## src/hdl/dsc_divider.sv

```systemverilog
// Restoring remainder unit: one dividend bit per cycle.
module dsc_divider #(
    parameter int DVD_W = 33,
    parameter int DVS_W = 17
) (
    input  logic             i_clk,
    input  logic             i_rst_n,
    input  logic             i_start,
    input  logic [DVD_W-1:0] i_dividend,
    input  logic [DVS_W-1:0] i_divisor,
    output logic             o_done,
    output logic [DVS_W-1:0] o_rem
);

    localparam int CNT_W = $clog2(DVD_W + 1);

    logic [DVD_W-1:0] r_dvd;
    logic [DVS_W-1:0] r_dvs;
    logic [DVS_W-1:0] r_rem;
    logic [CNT_W-1:0] r_cnt;
    logic             r_done;
    logic [DVS_W:0]   shifted;
    logic [DVS_W:0]   trial;

    // The remainder stays below the divisor, so one more bit holds the shifted value.
    always_comb begin
        shifted = {r_rem, r_dvd[DVD_W-1]};
        trial   = shifted - {1'b0, r_dvs};
    end

    always_ff @(posedge i_clk) begin
        if (!i_rst_n) begin
            r_cnt  <= '0;
            r_done <= 1'b0;
        end else if (i_start) begin
            r_cnt  <= CNT_W'(DVD_W);
            r_done <= 1'b0;
        end else if (r_cnt != '0) begin
            r_cnt  <= r_cnt - 1'b1;
            r_done <= (r_cnt == CNT_W'(1));
        end
    end

    always_ff @(posedge i_clk) begin
        if (i_start) begin
            r_dvd <= i_dividend;
            r_dvs <= i_divisor;
            r_rem <= '0;
        end else if (r_cnt != '0) begin
            r_dvd <= {r_dvd[DVD_W-2:0], 1'b0};
            r_rem <= trial[DVS_W] ? shifted[DVS_W-1:0] : trial[DVS_W-1:0];
        end
    end

    assign o_done = r_done;
    assign o_rem  = r_rem;

endmodule

```

## config.mk

```make
export PLATFORM = sky130hd
export DESIGN_NAME = dsc_divider
export DESIGN_NICKNAME = d
export VERILOG_FILES = /design/src/hdl/dsc_divider.sv
export SDC_FILE = /design/constraint.sdc
export NUM_CORES = 1
export LEC_CHECK = 0
export ABC_CLOCK_PERIOD_IN_PS = 2400
export BUFFER_PORTS_ARGS = -buffer_cell sky130_fd_sc_hd__buf_2
export CAP_MARGIN = 20
export CORE_MARGIN = 2
export CORE_UTILIZATION = 52
export CTS_BUF_LIST = sky130_fd_sc_hd__clkbuf_4 sky130_fd_sc_hd__clkbuf_8
export DETAILED_ROUTE_END_ITERATION = 7
export GPL_TIMING_DRIVEN = 1
export PLACE_DENSITY = 0.78
export REMOVE_ABC_BUFFERS = 1
export SYNTH_ARGS = -nofsm -noshare
export SYNTH_HDL_FRONTEND = slang
export SYNTH_SLANG_ARGS = --single-unit
```

## constraint.sdc

```tcl
create_clock -name i_clk -period 2.4 [get_ports i_clk]
set_input_delay 0 -clock i_clk [delete_from_list [all_inputs] [get_ports i_clk]]
set_output_delay 0 -clock i_clk [all_outputs]
set_load 0.1 [all_outputs]
```

==> out/qor.log <==
[setup_path] CP max stage delay 420 ps
[timing] share of the clock period used by the worst path after layout 106.6%
[pwr] P per Cell Area 1224 nW/um^2
[timing] minimum clock period 2558 ps
[global_route] GRT overflow 0
[clock_tree] TritonCTS buffer count 9
[placed_design] HPWL after detailed placement 6261 microns
[timing] count of final hold-check violations 0
[pwr] switching power share of the total 44.60%
[die] die area 8453 sq um
[timing] tightest slew margin relative to the limit 66.71%
[setup_path] type of destination of the critical path flop
[timing] aggregate negative setup slack -1426 ps
[global_route] global-route usage over all layers 24.75%
[synth] Seq/Total Area, Yosys 49.28%
[placed_design] Placer Congestion 0.8913
[worst_hold_path] class of the most critical hold timing path in2reg
[status] result of the run complete, but fails checks
[setup_path] crit path launch type flop
[die] count of standard-cell rows 32
[synth] syn avg cell area 11.33 sq um
[clock_tree] H-tree level count 3
[synth] distinct cell type count of the synthesized netlist 57
[route] 1st-pass router iterations 5
[pwr] leakage power total 2.659 nW
[timing] Layout Skew 8.047 ps
[synth] top flip-flop cell by instance count after synthesis edfxtp_1
[setup_path] required time of the worst setup path 2630 ps
[global_route] met3 usage 6.163%
[timing] Max Clock Freq 390.9 MHz
[global_route] number of antenna violations at the first check in global routing 0
[layout] share of layout cells above drive strength 1 41.92%
[clock_tree] clock root buffer master clkbuf_8
[synth] count of warnings emitted by yosys 0
[clock_tree] Worst-path clk slew 80 ps
[global_route] GR Layer Usage met1 30.26%
[layout] number of fill cells in the layout 473
[setup_path] Worst Path Class, Setup reg2reg
[layout] diode insertion count for antenna repair 0
[layout] Final Core Density 78.90%
[setup_path] ordered list of cells on the worst path ha_4, fa_2, nand2b_4, a21o_4, a211oi_2, o21ai_1, a21oi_1, nor4bb_1, or3_1
[timing] Worst Slack Setup Final -157.9 ps
[clock_tree] Clk Latency, worst-skew pair 350 ps
[route] initial DRC count 218
[synth] post-synthesis sequential element count 74
[global_route] maximum number of pins on one net before global-route repair 68
[timing] final number of setup-violating endpoints 14
[pwr] Reg power frac 25.5%
[route] mean number of vias per cell 5.525
[route] via total after detailed routing 3608
[global_route] vias in the first global route 3533
[layout] fin nets 620
[clock_tree] CTS sink cnt 74
[setup_path] arrival time of data at the critical path endpoint 2790 ps
[route] average wire per cell in the routed design 16.45 microns
[clock_tree] maximum number of buffers from clock root to sink 2
[die] ports placed on the boundary 71
[placed_design] Port Buffer Count 70
[setup_path] largest driver fanout on the critical path 3
[setup_path] cell with the largest stage delay on the worst path edfxtp_1
[global_route] wire length of the first global-routing pass 16460 microns
[route] final wirelength 10740 microns
[synth] Synth async-reset ratio 0%
[synth] number of synthesized flops with an enable pin 50
[pwr] peak supply drop 0.5396 mV
[die] area of the core region 7607 sq um
[pwr] combinational fraction of design power 61.5%
[pwr] internal power 0.004068 W
[synth] Gate Count Post-Synth 355
[layout] multi-input logic area 2172 sq um
[die] effective utilization at floorplan 52.86%
[status] failing checks setup timing
[global_route] global-route met2 utilization 43.32%
[route] number of design rule violations left after detail routing 0
[job] Max Cap Viol 0
[synth] Synth Cell Area 4021 sq um
[placed_design] post-placement setup slack -318.7 ps
[layout] total area of sequential cells 1983 sq um
[die] die extent in x 91.94 microns
[pwr] Net Switching 0.003276 W
[global_route] gr busiest metal met2
[clock_tree] clock tree from TritonCTS yes
[timing] measured slew at the worst slew-check pin 498.8 ps
[timing] final count of pins violating max slew 0
[timing] RSZ-0062 raised after global routing true
[layout] Synth-to-Final Area Change 49.25%
[route] remaining antenna violation count after routing 0
[die] chip height 91.94 microns
[pwr] part of the power in the clock network 13.0%
-- area by class of cell --
class | instances | share of cell area, %
multi-input cells | 241 | 36.19
well taps | 102 | 2.126
clock buffers | 9 | 2.064
clock inverters | 7 | 1.147
flip-flops and latches | 74 | 33.04
repair buffers | 193 | 23.74
inverters | 27 | 1.689
-- worst max-delay path: cells and delay by family, from the launching register on --
kind | cells | cell delay (ps)
DFF | 1 | 420
AOI/OAI and AO/OA | 4 | 890
and+or+nand+nor | 3 | 590
adders and majority gates | 2 | 550
-- timing repair --
item                       4_1_cts  5_1_grt
hold buffers                    51        0
gates resized for setup         29       20
setup buffers                    5        3
hold endpoints to repair        52        0
setup endpoints to repair       17       17
pin swaps                       20       16
gates cloned                     1        0
-- synthesized netlist by cell type, drive strengths merged, types with 3 or more instances --
master / number / area, sq um
ha: 20 / 250.2
and3: 3 / 18.77
nand4: 4 / 25.02
a211oi: 13 / 97.59
nand2b: 7 / 43.79
mux2: 32 / 360.4
nand2: 13 / 48.80
o21bai: 3 / 22.52
o21a: 5 / 37.54
a21o: 6 / 45.04
xor2: 3 / 26.28
a21oi: 17 / 88.84
nor2: 28 / 105.1
o21ai: 4 / 23.77
clkbuf: 9 / 33.78
nor2b: 4 / 25.02
nor3: 9 / 45.04
edfxtp: 50 / 1501
nand3: 6 / 30.03
xnor2: 11 / 96.34
inv: 27 / 101.4
buf: 5 / 37.54
dfxtp: 24 / 480.5
mux2i: 15 / 150.1
-- per-stage QoR --
stage	instances	instance area [sq um]	total power [W]	hold slack [ps]
final	653	6002	0.007344	193.0
after global placement	578	4928	0.005506	179.2
after detailed placement	578	4928	0.005602	178.2
after CTS	650	5846	0.006999	192.5
after global routing	653	6002	0.007703	203.7
after floorplan	341	3950	0.004369	69.41
-- sequential cells by signal, summed over array words and instances, names as in the netlist --
name	flops
o_rem	17
r_cnt	6
r_dvd	33
r_dvs	17
o_done	1
-- logic make-up after synthesis --
family	count (synthesis)	synth area share [%]
adder cells (fa/ha/maj)	21	6.721
flip-flops	74	49.28
AO/OA/AOI/OAI	70	12.82
multiplexers	47	12.69
buffers and inverters	41	4.294
AND/OR/NAND/NOR	88	11.14
XOR/XNOR	14	3.049
-- power groups by stage --
stage / logic, W / registers (W) / clock network, W
3_3_place_gp: 0.00367 / 0.00184 / 0
5_1_grt: 0.00478 / 0.00190 / 0.00102
3_5_place_dp: 0.00376 / 0.00185 / 0
4_1_cts: 0.00418 / 0.00184 / 0.000973
6_report: 0.00452 / 0.00187 / 0.000956
2_1_floorplan: 0.00163 / 0.00274 / 0
-- layout by cell type (no fill, tap or decap), types with 3 or more instances in the layout --
cell | synthesis | layout
buf_2 | 0 | 70
buf_4 | 1 | 68
dlygate4sd3_1 | 0 | 51
edfxtp_1 | 50 | 50
mux2_2 | 32 | 32
nor2_1 | 28 | 27
inv_1 | 27 | 24
dfxtp_1 | 24 | 23
mux2i_1 | 15 | 14
nand2_1 | 13 | 13
a21oi_1 | 16 | 11
xnor2_1 | 11 | 11
a211oi_1 | 13 | 10
ha_1 | 20 | 10
ha_4 | 0 | 10
clkbuf_8 | 0 | 9
nor3_1 | 9 | 8
nand2b_1 | 7 | 6
nand3_1 | 6 | 6
a21oi_2 | 1 | 5
a21o_1 | 6 | 5
o21a_1 | 5 | 5
nand4_1 | 4 | 4
inv_2 | 0 | 3
a211oi_2 | 0 | 3
nor2b_1 | 4 | 3
xor2_1 | 3 | 3
o21bai_1 | 3 | 3
and3_1 | 3 | 3
clkinv_2 | 0 | 3
buf_6 | 2 | 3
-- worst paths after layout --
check / start / end / slack [ps] / cells past startpoint
min: i_start / r_dvs[7] / 190 / 2
max: r_dvs[0] / o_rem[10] / -160 / 9
max reg2reg: r_dvs[0] / o_rem[10] / -160 / 9
min reg2reg: r_cnt[5] / o_done / 490 / 1
-- per-layer routing --
layer  wire, microns  up-vias
li1                -     1695
met1            4470     1743
met2            5380      146
met3             660       24
met4             229        0
met5               0        -
No activity file was read; power rests on OpenSTA's default activity.
